**config.mk**
```make
export PLATFORM = sky130hd
export DESIGN_NAME = command_frame_parser_crc16_top
export DESIGN_NICKNAME = d
export VERILOG_FILES = /design/src/sv/cfp_pkg.sv /design/src/sv/cfp_front.sv /design/src/sv/cfp_queue.sv /design/src/sv/cfp_back.sv /design/src/sv/command_frame_parser_crc16_top.sv
export SDC_FILE = /design/constraint.sdc
export NUM_CORES = 1
export LEC_CHECK = 0
export BUFFER_PORTS_ARGS = -buffer_cell sky130_fd_sc_hd__clkbuf_2
export CORE_UTILIZATION = 50
export DETAILED_ROUTE_END_ITERATION = 10
export HOLD_SLACK_MARGIN = 0.06
export MAX_ROUTING_LAYER = met4
export PLACE_DENSITY = 0.67
export SYNTH_ARGS = -nofsm -noshare
export SYNTH_HDL_FRONTEND = slang
export SYNTH_SLANG_ARGS = --single-unit
```
**constraint.sdc**
```tcl
create_clock -name clk -period 5.7 [get_ports clk]
set_clock_uncertainty 0.15 [all_clocks]
set_input_delay 0.285 -clock clk [delete_from_list [all_inputs] [get_ports clk]]
set_output_delay 0.285 -clock clk [all_outputs]
set_load 0.05 [all_outputs]
```
**src/sv/cfp_pkg.sv**
```systemverilog
// Shared types, constants and the CRC-16 byte update for the command frame parser.
package cfp_pkg;

  localparam int MAX_PARAMS = 32;
  localparam int PARAM_AW   = (MAX_PARAMS > 1) ? $clog2(MAX_PARAMS) : 1;
  localparam int QDEPTH     = 2;   // power of two: the queue pointers wrap freely
  localparam int QAW        = $clog2(QDEPTH);

  localparam logic [8:0]  COUNT_CAP   = 9'd300;
  localparam logic [15:0] CRC_POLY    = 16'h1021;
  localparam logic [15:0] CRC_INIT    = 16'hFFFF;
  localparam logic [15:0] CRC_TOP     = 16'h8000;
  localparam logic [7:0]  HEADER_INIT = 8'd1;

  typedef enum logic [2:0] {
    ST_OK       = 3'd0,
    ST_SHORT    = 3'd1,
    ST_BAD_HDR  = 3'd2,
    ST_CRC      = 3'd3,
    ST_OVERFLOW = 3'd4
  } status_t;

  typedef enum logic [1:0] {
    BK_IDLE,
    BK_READ,
    BK_SEND
  } back_state_t;

  typedef struct packed {
    logic [7:0] byte_value;
    logic       frame_end;
  } in_t;

  typedef struct packed {
    logic [2:0]  status;
    logic [7:0]  cmd_type;
    logic [7:0]  params_len;
    logic [5:0]  param_index;
    logic [7:0]  param_byte;
    logic        param_valid;
    logic [15:0] frame_crc;
    logic        last;
  } out_t;

  // One verdict per frame, front to back
  typedef struct packed {
    status_t     status;
    logic [7:0]  cmd_type;
    logic [7:0]  params_len;
    logic [15:0] frame_crc;
    logic        multi;     // ok with parameters: one result per byte
  } verdict_t;

  typedef struct packed {
    logic                en;
    logic [PARAM_AW-1:0] addr;
    logic [7:0]          data;
  } mem_wr_t;

  typedef struct packed {
    logic param_done;   // last result of a parameter frame taken
  } back_stat_t;

  function automatic logic [15:0] crc_byte(input logic [15:0] crc, input logic [7:0] b);
    logic [15:0] c;
    c = crc ^ {b, 8'h00};
    for (int k = 0; k < 8; k++) begin
      if ((c & CRC_TOP) != 16'h0000) begin
        c = {c[14:0], 1'b0} ^ CRC_POLY;
      end else begin
        c = {c[14:0], 1'b0};
      end
    end
    return c;
  endfunction

endpackage

```
**src/sv/cfp_front.sv**
```systemverilog
// Front end: takes frame bytes, tracks the CRC and fields, writes parameters, forms verdicts.
module cfp_front (
  input  logic                clk,
  input  logic                rst_n,
  input  logic                cfg_we,
  input  logic [7:0]          cfg_data,
  input  logic                in_valid,
  output logic                in_ready,
  input  cfp_pkg::in_t        in_data,
  output logic                push_valid,
  input  logic                push_ready,
  output cfp_pkg::verdict_t   push_data,
  output cfp_pkg::mem_wr_t    mem_wr,
  input  cfp_pkg::back_stat_t back_stat
);

  logic [7:0]  header_r;
  logic [8:0]  count_r, count_nxt;
  logic [7:0]  first_r, first_nxt;
  logic [7:0]  type_r, type_nxt;
  logic [7:0]  len_r, len_nxt;
  logic [15:0] crc_r, crc_nxt;
  logic [15:0] rcrc_r, rcrc_nxt;
  logic        busy_r;    // a parameter frame is still being read out of the store
  logic        accept;
  logic [8:0]  pi;
  logic [8:0]  len_ext;
  cfp_pkg::status_t st;

  assign accept   = in_valid && in_ready;
  assign in_ready = push_ready && !busy_r;
  assign len_ext  = {1'b0, len_r};
  assign pi       = count_r - 9'd3;

  always_comb begin
    count_nxt = count_r;
    first_nxt = first_r;
    type_nxt  = type_r;
    len_nxt   = len_r;
    crc_nxt   = crc_r;
    rcrc_nxt  = rcrc_r;
    mem_wr    = '0;
    mem_wr.addr = pi[cfp_pkg::PARAM_AW-1:0];
    mem_wr.data = in_data.byte_value;
    if (count_r == 9'd0) begin
      first_nxt = in_data.byte_value;
      crc_nxt   = cfp_pkg::crc_byte(crc_r, in_data.byte_value);
    end else if (count_r == 9'd1) begin
      type_nxt = in_data.byte_value;
      crc_nxt  = cfp_pkg::crc_byte(crc_r, in_data.byte_value);
    end else if (count_r == 9'd2) begin
      len_nxt = in_data.byte_value;
      crc_nxt = cfp_pkg::crc_byte(crc_r, in_data.byte_value);
    end else if (count_r < len_ext + 9'd3) begin
      mem_wr.en = accept && (pi < 9'(cfp_pkg::MAX_PARAMS));
      crc_nxt   = cfp_pkg::crc_byte(crc_r, in_data.byte_value);
    end else if (count_r == len_ext + 9'd3) begin
      rcrc_nxt = {in_data.byte_value, 8'h00};
    end else if (count_r == len_ext + 9'd4) begin
      rcrc_nxt = {rcrc_r[15:8], in_data.byte_value};
    end
    if (count_r < cfp_pkg::COUNT_CAP) begin
      count_nxt = count_r + 9'd1;
    end

    if (count_nxt < 9'd4) begin
      st = cfp_pkg::ST_SHORT;
    end else if (first_nxt != header_r) begin
      st = cfp_pkg::ST_BAD_HDR;
    end else if (count_nxt < {1'b0, len_nxt} + 9'd5) begin
      st = cfp_pkg::ST_SHORT;
    end else if (crc_nxt != rcrc_nxt) begin
      st = cfp_pkg::ST_CRC;
    end else if (len_nxt > 8'(cfp_pkg::MAX_PARAMS)) begin
      st = cfp_pkg::ST_OVERFLOW;
    end else begin
      st = cfp_pkg::ST_OK;
    end

    push_valid           = accept && in_data.frame_end;
    push_data.status     = st;
    push_data.cmd_type   = type_nxt;
    push_data.params_len = len_nxt;
    push_data.frame_crc  = rcrc_nxt;
    push_data.multi      = (st == cfp_pkg::ST_OK) && (len_nxt != 8'd0);
  end

  always_ff @(posedge clk) begin
    if (!rst_n) begin
      header_r <= cfp_pkg::HEADER_INIT;
      count_r  <= '0;
      first_r  <= '0;
      type_r   <= '0;
      len_r    <= '0;
      crc_r    <= cfp_pkg::CRC_INIT;
      rcrc_r   <= '0;
      busy_r   <= 1'b0;
    end else begin
      if (cfg_we) begin
        header_r <= cfg_data;
      end
      if (accept) begin
        if (in_data.frame_end) begin
          count_r <= '0;
          first_r <= '0;
          type_r  <= '0;
          len_r   <= '0;
          crc_r   <= cfp_pkg::CRC_INIT;
          rcrc_r  <= '0;
        end else begin
          count_r <= count_nxt;
          first_r <= first_nxt;
          type_r  <= type_nxt;
          len_r   <= len_nxt;
          crc_r   <= crc_nxt;
          rcrc_r  <= rcrc_nxt;
        end
      end
      if (push_valid && push_data.multi) begin
        busy_r <= 1'b1;
      end else if (back_stat.param_done) begin
        busy_r <= 1'b0;
      end
    end
  end

endmodule

```
**src/sv/cfp_queue.sv**
```systemverilog
// Short verdict queue between the front end and the result sequencer.
module cfp_queue (
  input  logic              clk,
  input  logic              rst_n,
  input  logic              push_valid,
  output logic              push_ready,
  input  cfp_pkg::verdict_t push_data,
  output logic              pop_valid,
  input  logic              pop_ready,
  output cfp_pkg::verdict_t pop_data
);

  cfp_pkg::verdict_t     entry_r [cfp_pkg::QDEPTH];
  logic [cfp_pkg::QAW-1:0] wr_ptr_r, rd_ptr_r;
  logic [cfp_pkg::QAW:0]   count_r;
  logic                    do_push, do_pop;

  assign push_ready = count_r != cfp_pkg::QAW'(0) + (cfp_pkg::QAW+1)'(cfp_pkg::QDEPTH);
  assign pop_valid  = count_r != '0;
  assign pop_data   = entry_r[rd_ptr_r];
  assign do_push    = push_valid && push_ready;
  assign do_pop     = pop_valid && pop_ready;

  always_ff @(posedge clk) begin
    if (do_push) begin
      entry_r[wr_ptr_r] <= push_data;
    end
  end

  always_ff @(posedge clk) begin
    if (!rst_n) begin
      wr_ptr_r <= '0;
      rd_ptr_r <= '0;
      count_r  <= '0;
    end else begin
      if (do_push) begin
        wr_ptr_r <= wr_ptr_r + 1'b1;
      end
      if (do_pop) begin
        rd_ptr_r <= rd_ptr_r + 1'b1;
      end
      if (do_push && !do_pop) begin
        count_r <= count_r + 1'b1;
      end else if (do_pop && !do_push) begin
        count_r <= count_r - 1'b1;
      end
    end
  end

endmodule

```
**src/sv/cfp_back.sv**
```systemverilog
// Result sequencer: holds the parameter store and emits one result per verdict or parameter.
module cfp_back (
  input  logic                clk,
  input  logic                rst_n,
  input  cfp_pkg::mem_wr_t    mem_wr,
  input  logic                pop_valid,
  output logic                pop_ready,
  input  cfp_pkg::verdict_t   pop_data,
  output logic                out_valid,
  input  logic                out_ready,
  output cfp_pkg::out_t       out_data,
  output cfp_pkg::back_stat_t back_stat
);

  logic [7:0] store_r [cfp_pkg::MAX_PARAMS];
  logic [7:0] rd_data_r;

  cfp_pkg::back_state_t state_r, state_nxt;
  cfp_pkg::verdict_t    vd_r, vd_nxt;
  logic [5:0]           idx_r, idx_nxt;
  logic                 is_last;
  logic                 taken;

  always_ff @(posedge clk) begin
    if (mem_wr.en) begin
      store_r[mem_wr.addr] <= mem_wr.data;
    end
    rd_data_r <= store_r[idx_r[cfp_pkg::PARAM_AW-1:0]];
  end

  assign is_last = !vd_r.multi || ({2'b00, idx_r} + 8'd1 == vd_r.params_len);
  assign taken   = (state_r == cfp_pkg::BK_SEND) && out_ready;

  always_comb begin
    state_nxt = state_r;
    vd_nxt    = vd_r;
    idx_nxt   = idx_r;
    pop_ready = 1'b0;
    back_stat.param_done = taken && is_last && vd_r.multi;
    case (state_r)
      cfp_pkg::BK_IDLE: begin
        pop_ready = 1'b1;
        if (pop_valid) begin
          vd_nxt    = pop_data;
          idx_nxt   = '0;
          state_nxt = pop_data.multi ? cfp_pkg::BK_READ : cfp_pkg::BK_SEND;
        end
      end
      cfp_pkg::BK_READ: begin
        state_nxt = cfp_pkg::BK_SEND;
      end
      cfp_pkg::BK_SEND: begin
        if (out_ready) begin
          if (is_last) begin
            state_nxt = cfp_pkg::BK_IDLE;
          end else begin
            idx_nxt   = idx_r + 6'd1;
            state_nxt = cfp_pkg::BK_READ;
          end
        end
      end
      default: begin
        state_nxt = cfp_pkg::BK_IDLE;
      end
    endcase
  end

  always_ff @(posedge clk) begin
    if (!rst_n) begin
      state_r <= cfp_pkg::BK_IDLE;
    end else begin
      state_r <= state_nxt;
    end
    vd_r  <= vd_nxt;
    idx_r <= idx_nxt;
  end

  always_comb begin
    out_valid            = state_r == cfp_pkg::BK_SEND;
    out_data.status      = vd_r.status;
    out_data.cmd_type    = vd_r.cmd_type;
    out_data.params_len  = vd_r.params_len;
    out_data.param_index = vd_r.multi ? idx_r : 6'd0;
    out_data.param_byte  = vd_r.multi ? rd_data_r : 8'd0;
    out_data.param_valid = vd_r.multi;
    out_data.frame_crc   = vd_r.frame_crc;
    out_data.last        = is_last;
  end

endmodule

```
**src/sv/command_frame_parser_crc16_top.sv**
```systemverilog
// Top level of the framed command parser with CRC-16/CCITT-FALSE check.
//
//   channel  | ports                         | carries
//   ---------+-------------------------------+-----------------------------------
//   input    | in_valid / in_ready / in_data | one received byte, end-of-buffer flag
//   result   | out_valid/out_ready/out_data  | verdict or one parameter byte
//   config   | cfg_we / cfg_data             | expected header byte (reset 1)
//
// Bytes are taken one per cycle while in_ready is high; the CRC is updated a byte at a
// time in the front end. A frame end pushes one verdict into a two-entry queue, which the
// sequencer pops while idle. An error or empty frame then offers its single result; a
// parameter frame offers one result per parameter, each after a store read (read, then
// send). After each verdict the sequencer returns to idle to pop the next. The input is
// held off while the queue is full and while a parameter request is being read out of
// the store.
// Synchronous active-low reset; the parameter store is not cleared.
module command_frame_parser_crc16_top (
  input  logic          clk,
  input  logic          rst_n,
  input  logic          cfg_we,
  input  logic [7:0]    cfg_data,
  input  logic          in_valid,
  output logic          in_ready,
  input  cfp_pkg::in_t  in_data,
  output logic          out_valid,
  input  logic          out_ready,
  output cfp_pkg::out_t out_data
);

  logic                push_valid, push_ready;
  logic                pop_valid, pop_ready;
  cfp_pkg::verdict_t   push_data, pop_data;
  cfp_pkg::mem_wr_t    mem_wr;
  cfp_pkg::back_stat_t back_stat;

  // Front end: byte parsing, CRC, header check
  cfp_front u_front (
    .clk        (clk),
    .rst_n      (rst_n),
    .cfg_we     (cfg_we),
    .cfg_data   (cfg_data),
    .in_valid   (in_valid),
    .in_ready   (in_ready),
    .in_data    (in_data),
    .push_valid (push_valid),
    .push_ready (push_ready),
    .push_data  (push_data),
    .mem_wr     (mem_wr),
    .back_stat  (back_stat)
  );

  // Verdict queue decoupling the two halves
  cfp_queue u_queue (
    .clk        (clk),
    .rst_n      (rst_n),
    .push_valid (push_valid),
    .push_ready (push_ready),
    .push_data  (push_data),
    .pop_valid  (pop_valid),
    .pop_ready  (pop_ready),
    .pop_data   (pop_data)
  );

  // Result sequencer with the parameter store
  cfp_back u_back (
    .clk       (clk),
    .rst_n     (rst_n),
    .mem_wr    (mem_wr),
    .pop_valid (pop_valid),
    .pop_ready (pop_ready),
    .pop_data  (pop_data),
    .out_valid (out_valid),
    .out_ready (out_ready),
    .out_data  (out_data),
    .back_stat (back_stat)
  );

endmodule

```
# --- After elaboration in Yosys (flattened, before gate mapping) ---
# Memories as Yosys holds them, arrays and structs flattened. A register that Yosys moved wholly into a read port is not among the register bits.
# Cells that the tools add are included.
# Widths: inputs -> output; s select.
classes:
  n_reduce_logical: 29
  eq_ne: 13
  addsub: 11
  n_mux: 153
  order_cmp: 6
  bitwise_logic: 30
ops:
  columns: ["cell", "count"]
  rows:
  - ["$mux 16", 81]
  - ["$mux 13", 29]
  - ["$mux 8", 11]
  - ["$not 3->3", 29]
  - ["$mux 6", 4]
  - ["$add 8x3->9 const B", 2]
  - ["$eq 9x9->1", 2]
  - ["$lt 9x9->1", 2]
  - ["$mux 9", 2]
  - ["$ne 16x16->1", 1]
  - ["$xor 16x16->16", 1]
  - ["$mux 3", 5]
  - ["$mux 1", 14]
  - ["$logic_and 1x1->1", 13]
  - ["$pmux 6 s2", 1]
  - ["$mux 2", 5]
  - ["$add 8x2->9 const B", 1]
  - ["$add 9x1->9 const B", 1]
  - ["$eq 9x1->1 const B", 1]
  - ["$eq 9x2->1 const B", 1]
  - ["$logic_not 9->1", 1]
  - ["$lt 9x3->1 const B", 1]
  - ["$lt 9x6->1 const B", 1]
  - ["$lt 9x9->1 const B", 1]
  - ["other kinds (22)", 32]
totals:
  reg_bits: 122
  wordCells: 262
  memories: 2
  input_bits: 22
  ramBits: 328
memory_table:
  columns: ["memory", "depth", "width", "read_ports", "rd_clocked_by_memory_dff", "write_ports", "line_no", "text"]
  rows:
  - ["u_back.store_r", 32, 8, 1, 1, 1, "cfp_back.sv:15", "logic [7:0] store_r [cfp_pkg::MAX_PARAMS];"]
  - ["u_queue.entry_r", 2, 36, 1, 1, 1, "cfp_queue.sv:13", "cfp_pkg::verdict_t entry_r [cfp_pkg::QDEPTH];"]

# --- Longest topological paths before layout ---
# Gate-level depths: netlist (run 1).
depth:
  word_depth: 58
  mapped_depth: 20
  mapped_depth_nobuf: 19

# --- Hierarchy ---
# From an unflattened synthesis (run 1), not the netlist that was laid out.
hier_totals:
  cells_unflattened: 1300
  area_unflattened_um2: 20140.6
by_module_without_submodules:
  columns: ["mod", "n_inst", "cells_per_inst", "area_each_um2"]
  rows:
  - ["cfp_back", 1, 545, 11931.4]
  - ["cfp_front", 1, 619, 5371.4]
  - ["cfp_queue", 1, 136, 2837.7]

# --- Worst setup path before layout (run 1) ---
# Ideal clock, no wire load.
synth_timing:
  kind: "register -> register"
  start: "reg u_queue.count_r[0] in the netlist's numbering"
  end: "reg u_queue.count_r[1] in the netlist's numbering"
  stages_incl_launch_ff: 7
  n_path_buf: 0
  setup_time_ps: 76
  arrival_ps: 4155
  path_slack_ps: 1320
  cell_sequence: "dfxtp_1 > nor2_1 > nor3_1 > inv_1 > ha_1 > or3_1 > a21boi_0"
synth_via:
  word_cells_on_any_way: 16
  cone_classes: "add/sub: 2; eq/ne: 1; mux: 2; reduce/logical: 11"
synth_lines:
  columns: ["item", "line_no", "text"]
  rows:
  - ["start: declaration", "cfp_queue.sv:15", "logic [cfp_pkg::QAW:0] count_r;"]
  - ["start signal: assignment", "cfp_queue.sv:43", "count_r <= count_r + 1'b1;"]
  - ["start signal: assignment", "cfp_queue.sv:45", "count_r <= count_r - 1'b1;"]
  - ["$reduce_bool 2->1 (*)", "cfp_queue.sv:19", "assign pop_valid = count_r != '0;"]
  - ["$logic_and 1x1->1 (*)", "cfp_queue.sv:22", "assign do_pop = pop_valid && pop_ready;"]
  - ["via u_queue.do_pop", "cfp_queue.sv:16", "logic do_push, do_pop;"]
  - ["$logic_not 1->1", "cfp_queue.sv:42", "if (do_push && !do_pop) begin"]
  - ["$logic_and 1x1->1", "cfp_queue.sv:42", null]
  - ["$mux 2 / $reduce_bool 2->1 (equally long branches)", null, null]
# Mark *: on every way through the listed nets, which the timed path passes. The rest lies on a longest branch. The select of a mux whose other input is x is not followed.
# A chain may end at the register's enable or synchronous reset.

==> results.cfg, run 1 <==
[global_route]
antenna_found_initial = 0
grt_pass1_vias = 11410
gr-total-overflow = 0
grt_max_degree = 66
grt_pass1_wl_mm = 67.94
grt_use_total_pct = 22.77

[cts]
cts_tree = built
clockBufferDepth = 3
clk_pin_slew_ns = 0.06
clock_sinks = 459
clockRootBuffer = clkbuf_16
htreeDepth = 2
cts-buffers-inserted = 47
insertion_delay_ns = 0.58

[placed_design]
dp.cells = 1865
routabilityCongestion = 0.8819
io_buffers = 74
dpl.hpwl_mm = 28.17
dp_slack_ns = 0.9340

[logic_synthesis]
synthesis.nets = 1380
synth_top_area_share_pct = 55.76
synthesis.area_um2 = 19920
synth_compound_area_share_pct = 5.401
synth_top_cell_by_area = edfxtp_1
postSynthAreaPerCell_um2 = 14.99
ys_async_sr_fraction_pct = 0
synth_area_leaders = edfxtp_1 56%, mux4_2 9.0%, dfxtp_1 8.9%
synthMuxAreaShare_pct = 13.75
synth_top_family_by_area = multiplexers
synth-main-ff-cell = edfxtp_1
synth-simple-area-share_pct = 8.515
seq_area_frac_synth_pct = 64.71
ys_seq_elements = 459
yosys_warnings = 0
synth.most_common_cell = edfxtp_1
synth_xor_area_share_pct = 3.605
synthCells = 1329
synth_edf_count = 370
synth.top_cells.by_count = 370 x edfxtp_1, 89 x dfxtp_1, 80 x mux4_2
synthAdderAreaFrac_pct = 1.821
synth_cell_types = 65

[min_path]
hold_path.class = in -> reg
hp-start = in_data[0]
hold-path-cell-count = 4
whs_endpoint = u_front.count_r[0]

[critical_path]
crit_fanout = 11
arrival_ns = 5.05
r2r-start = u_front.len_r[2]
critPathSlowestCell = nand4b_1
reg2reg_slack_ns = 0.88
critPathLaunchType = flop
critPathMaxStageDelay_ns = 0.58
crit_path_end_kind = flop
cpLargestDelayFamily = simple AND/OR/NAND/NOR gates
path_depth = 14
crit_chain = ha_1, nor2b_1, nand3_1, xor2_1, ha_1, nand4_1, a21oi_1, o31ai_4, nand4b_1, mux2i_1, xor2_1, and4b_1, nand4_2, nor4_2
worstSetupPathType = reg -> reg
worstReg2RegEnd = u_queue.entry_r[1][0]
worstPathRequired_ns = 5.93
r2r_cells = 14
critPathBufInv = 0

[drt]
drc = 0
num_vias = 11290
wl_per_cell_um = 22.17
totalWireLength_mm = 43.68
first_pass_iters = 5
viasPerCell = 5.730
ant_nets = 0
dr.first_iter.drc_count = 951

[cells_and_area]
nNetsFinal = 1465
fin_cells = 1970
num-fill-cells = 3022
drive_above_1_share_pct = 20.39
antenna-diode-count = 0
syn2layout_area_growth_pct = 12.51

[pwr]
ir_drop_mv = 0.4103
internal_power_mw = 6.696
p_leak_nw = 7.866
power_frac_clock_pct = 29.5
powerDensity_nw_per_um2 = 436.9
switching_power_mw = 3.097
fin_total_pwr_mw = 9.794
seqPwrFrac_pct = 41.9
sw_frac_of_total_pct = 31.63
power.share.combinational_pct = 28.6

[timing]
min_period_ns = 4.823
holdWs_ns = 0.1217
relSlewSlack_pct = 23.73
fin_ws_ns = 0.8775
min_period_over_period_pct = 84.61
clock.fmax_mhz = 207.4
worstMarginPinSlew_ns = 1.141
setup_tns_ns = 0
hold_viol = 0
drv_slew = 0
rsz0062_at_grt = no
setup_viol = 0

[floorplanning]
rows = 72
die_w_um = 201.6
die_h_um = 201.6
initial_core_util_pct = 51.08
die_area_um2 = 40650
boundaryPins = 75
core_um2 = 39010

[outcome]
status = finished clean

[flow_run]
maxCapViolations = 0
## what timing repair did
action,4_1_cts,5_1_grt
hold buffers,18,0
gates resized for setup,0,0
buffers inserted,0,0
endpoints found under the hold margin,12,0
## routing by layer
layer,up-vias,GRT usage [%],share of wire (%)
met2,277,36.02,48
met5,-,-,0
met4,0,6.142,2.4
met1,5710,30.65,44
met3,63,3.758,4.9
li1,5238,-,-
## sequential cells by signal, indices dropped and copies added, names as in the netlist, 9 cells and up, named ones only
register	count
u_front.crc_r	16
u_queue.entry_r	72
u_back.store_r	256
u_front.rcrc_r	16
u_front.count_r	9
u_back.out_data	36
## placed cells by master (no fill, tap or decap), types with 17 or more instances in the layout
master         Yosys  layout
nand3_1           32      32
clkbuf_2           0      74
inv_1             32      32
mux4_2            80      80
mux2_2            46      46
xnor2_1           43      43
nand2_1           69      69
o21ai_0           41      41
edfxtp_1         370     370
a21oi_1           20      20
nor2b_1           47      47
mux2i_1           42      42
buf_4              2      17
clkbuf_16          0      48
dlygate4sd3_1      0      18
a22oi_1           38      38
xor2_1            39      39
dfxtp_1           89      89
nor2_1            60      58
and2_1            36      36
ha_1              29      29
## metrics by stage
step	util (%)	area (um^2)
final	57.47	22420
after global routing	57.47	22420
after CTS	57.47	22420
after detailed placement	53.32	20800
after global placement	53.32	20800
after floorplan	-	19920
## layout make-up
class                           instances  area [um^2]  area share, %
Clock buffer                           65         1275          5.688
Clock inverter                         22        161.4         0.7200
Inverter                               33        123.9         0.5526
Multi-Input combinational cell        763         6618          29.52
Sequential cell                       459        12890          57.51
Tap cell                              518        648.1          2.891
Timing Repair Buffer                  110        698.2          3.115
## power by group through the flow
stage | Clock (mW) | Combinational [mW] | Sequential, mW
after floorplan | 0 | 1.84 | 4.43
after global placement | 0 | 2.80 | 4.17
after detailed placement | 0 | 2.83 | 4.18
after CTS | 2.95 | 2.84 | 4.11
after global routing | 3.07 | 3.00 | 4.13
final | 2.89 | 2.80 | 4.11
## tightest hold or removal path, stage by stage
cell and delay [ns]:
clkbuf_2 0.16, o21ai_0 0.18, a22oi_1 0.09, nor2b_1 0.10
## how the worst max path moves through the flow
stage | start | end | slack, ns
6_report | u_front.len_r[2] | u_queue.entry_r[1][0] | 0.88
3_3_place_gp | u_front.len_r[2] | u_queue.entry_r[0][0] | 1.08
2_1_floorplan | u_queue.count_r[0] | u_queue.count_r[1] | 1.32
5_1_grt | u_front.len_r[2] | u_queue.entry_r[0][35] | 0.53
4_1_cts | u_front.len_r[2] | u_queue.entry_r[1][0] | 0.90
3_5_place_dp | u_front.len_r[2] | u_queue.entry_r[1][0] | 0.93
## cell families (layout without fill, tap and decap cells)
family | count (synthesis) | after routing
muxes | 168 | 168
AOI/OAI and AO/OA | 161 | 161
DFF | 459 | 459
buffers and inverters | 107 | 230
adders and majority gates | 29 | 29
xor gates and xnor gates | 82 | 82
and+or+nand+nor | 323 | 323
Power figures use the tool's default switching activity.
==> run 2: changes to the inputs <==
- clock period: 5.7 -> 4.6 ns (I/O delays scaled with it)
==> results.cfg, run 2 (synthesis gave the netlist of run 1 again) <==
[critical_path]
crit_fanout = 18
r2r_cells = 16
r2r-start = u_front.len_r[0]
worstSetupPathType = reg -> reg
reg2reg_slack_ns = 0.19
critPathLaunchType = flop
worstReg2RegEnd = u_queue.entry_r[1][0]
crit_path_end_kind = flop
arrival_ns = 4.64
worstPathRequired_ns = 4.84

[floorplanning]
core_um2 = 39010
initial_core_util_pct = 51.08
die_w_um = 201.6
die_h_um = 201.6
die_area_um2 = 40650
rows = 72
boundaryPins = 75

[pwr]
fin_total_pwr_mw = 12.47
ir_drop_mv = 0.3755
powerDensity_nw_per_um2 = 541.9
p_leak_nw = 8.230

[global_route]
gr-total-overflow = 0
grt_pass1_vias = 11740
grt_use_total_pct = 23.18
antenna_found_initial = 1
grt_max_degree = 68
grt_pass1_wl_mm = 69.41

[drt]
num_vias = 11560
dr.first_iter.drc_count = 898
first_pass_iters = 5
wl_per_cell_um = 21.97
totalWireLength_mm = 44.58
viasPerCell = 5.697
drc = 0
ant_nets = 0

[cells_and_area]
nNetsFinal = 1525
final_area_um2 = 23010
layout_common_cells = 370 x edfxtp_1, 89 x dfxtp_1, 80 x mux4_2, 74 x clkbuf_2, 73 x buf_4
fin_cells = 2029
drive_above_1_share_pct = 23.91
largest-register = u_back.store_r
final_common_cell = edfxtp_1
syn2layout_area_growth_pct = 15.50
final_core_util_pct = 58.99
largest_register_ffs = 256

[placed_design]
routabilityCongestion = 0.9036
io_buffers = 74
dpl.hpwl_mm = 29.51
placed_area_um2 = 21210
dp.cells = 1920
dp_slack_ns = 0.04436

[cts]
clk_pin_slew_ns = 0.06
clockRootBuffer = clkbuf_16
clock_sinks = 459
cts-buffers-inserted = 48
insertion_delay_ns = 0.58
clockBufferDepth = 3
cts_tree = built
htreeDepth = 2

[outcome]
status = finished clean

[timing]
rsz0062_at_grt = yes
min_period_over_period_pct = 95.80
drv_slew = 0
setup_viol = 0
fin_ws_ns = 0.1930
worstMarginPinSlew_ns = 0.9481
hold_viol = 0
clock.fmax_mhz = 226.9
min_period_ns = 4.407
setup_tns_ns = 0
relSlewSlack_pct = 36.80
holdWs_ns = 0.08658

[flow_run]
maxCapViolations = 0

[min_path]
hold_path.class = in -> reg
hp-start = in_data[0]
hold-path-cell-count = 4
whs_endpoint = u_front.count_r[0]
[run 2: cell types whose count changed in the layout (fill, tap and decap cells not counted), moves of 2 or more]
cell and change:
clkbuf_1 -6, o21ai_0 -2, clkinvlp_4 +2, buf_4 +56, bufinv_16 +4, dlygate4sd3_1 +2
o21ai_1 +2
[run 2: layout make-up]
class / instances / area (um^2)
Antenna cell: 1 / 2.502
Clock buffer: 60 / 1277
Clock inverter: 26 / 291.5
Fill cell: 2938 / 16000
Inverter: 33 / 123.9
Multi-Input combinational cell: 763 / 6626
Sequential cell: 459 / 12890
Tap cell: 518 / 648.1
Timing Repair Buffer: 169 / 1150
[run 2: metal layers]
layer | vias up | routed length (um) | GRT usage [%]
met5 | - | 0 | -
met4 | 0 | 1149 | 7.711
met3 | 74 | 2291 | 2.964
met2 | 308 | 21800 | 36.96
met1 | 5832 | 19340 | 30.92
li1 | 5346 | - | -
[run 2: report_power, final]
| part | leakage, nW | total [mW] | switching, mW | internal, mW |
|---|---|---|---|---|
| clock network | 0.761 | 3.87 | 1.56 | 2.30 |
| logic | 3.37 | 3.57 | 2.15 | 1.42 |
| registers | 4.10 | 5.03 | 0.171 | 4.86 |
[run 2: worst max-delay path by stage]
stage	depth (start not counted)	to	from
CTS	15	u_queue.entry_r[1][0]	u_front.len_r[1]
detailed placement	15	u_queue.entry_r[0][0]	u_front.len_r[1]
global route	16	u_queue.entry_r[0][35]	u_front.len_r[0]
global placement	14	u_queue.entry_r[1][0]	u_front.len_r[1]
floorplan	6	u_queue.count_r[1]	u_queue.count_r[0]
finish	16	u_queue.entry_r[1][0]	u_front.len_r[0]
[run 2: what timing repair did]
item                                    in CTS  in global routing
endpoints found under the setup margin       0                  9
resized for setup                            0                  5
endpoints found under the hold margin       45                  0
buffers inserted                             0                  2
hold buffers                                20                  0
[run 2: worst max-delay path: stages (launching register included)]
cell and delay [ns]:
dfxtp_1 0.39, inv_1 0.11, ha_1 0.24, nor2b_1 0.23
nand3_1 0.11, ha_1 0.33, a21o_1 0.21, or2_2 0.33
o31ai_4 0.29, buf_6 0.26, mux2i_1 0.31, or3_1 0.17
nand4_1 0.13, nor4_2 0.28, buf_4 0.16, nand4_2 0.19
nor4_2 0.33
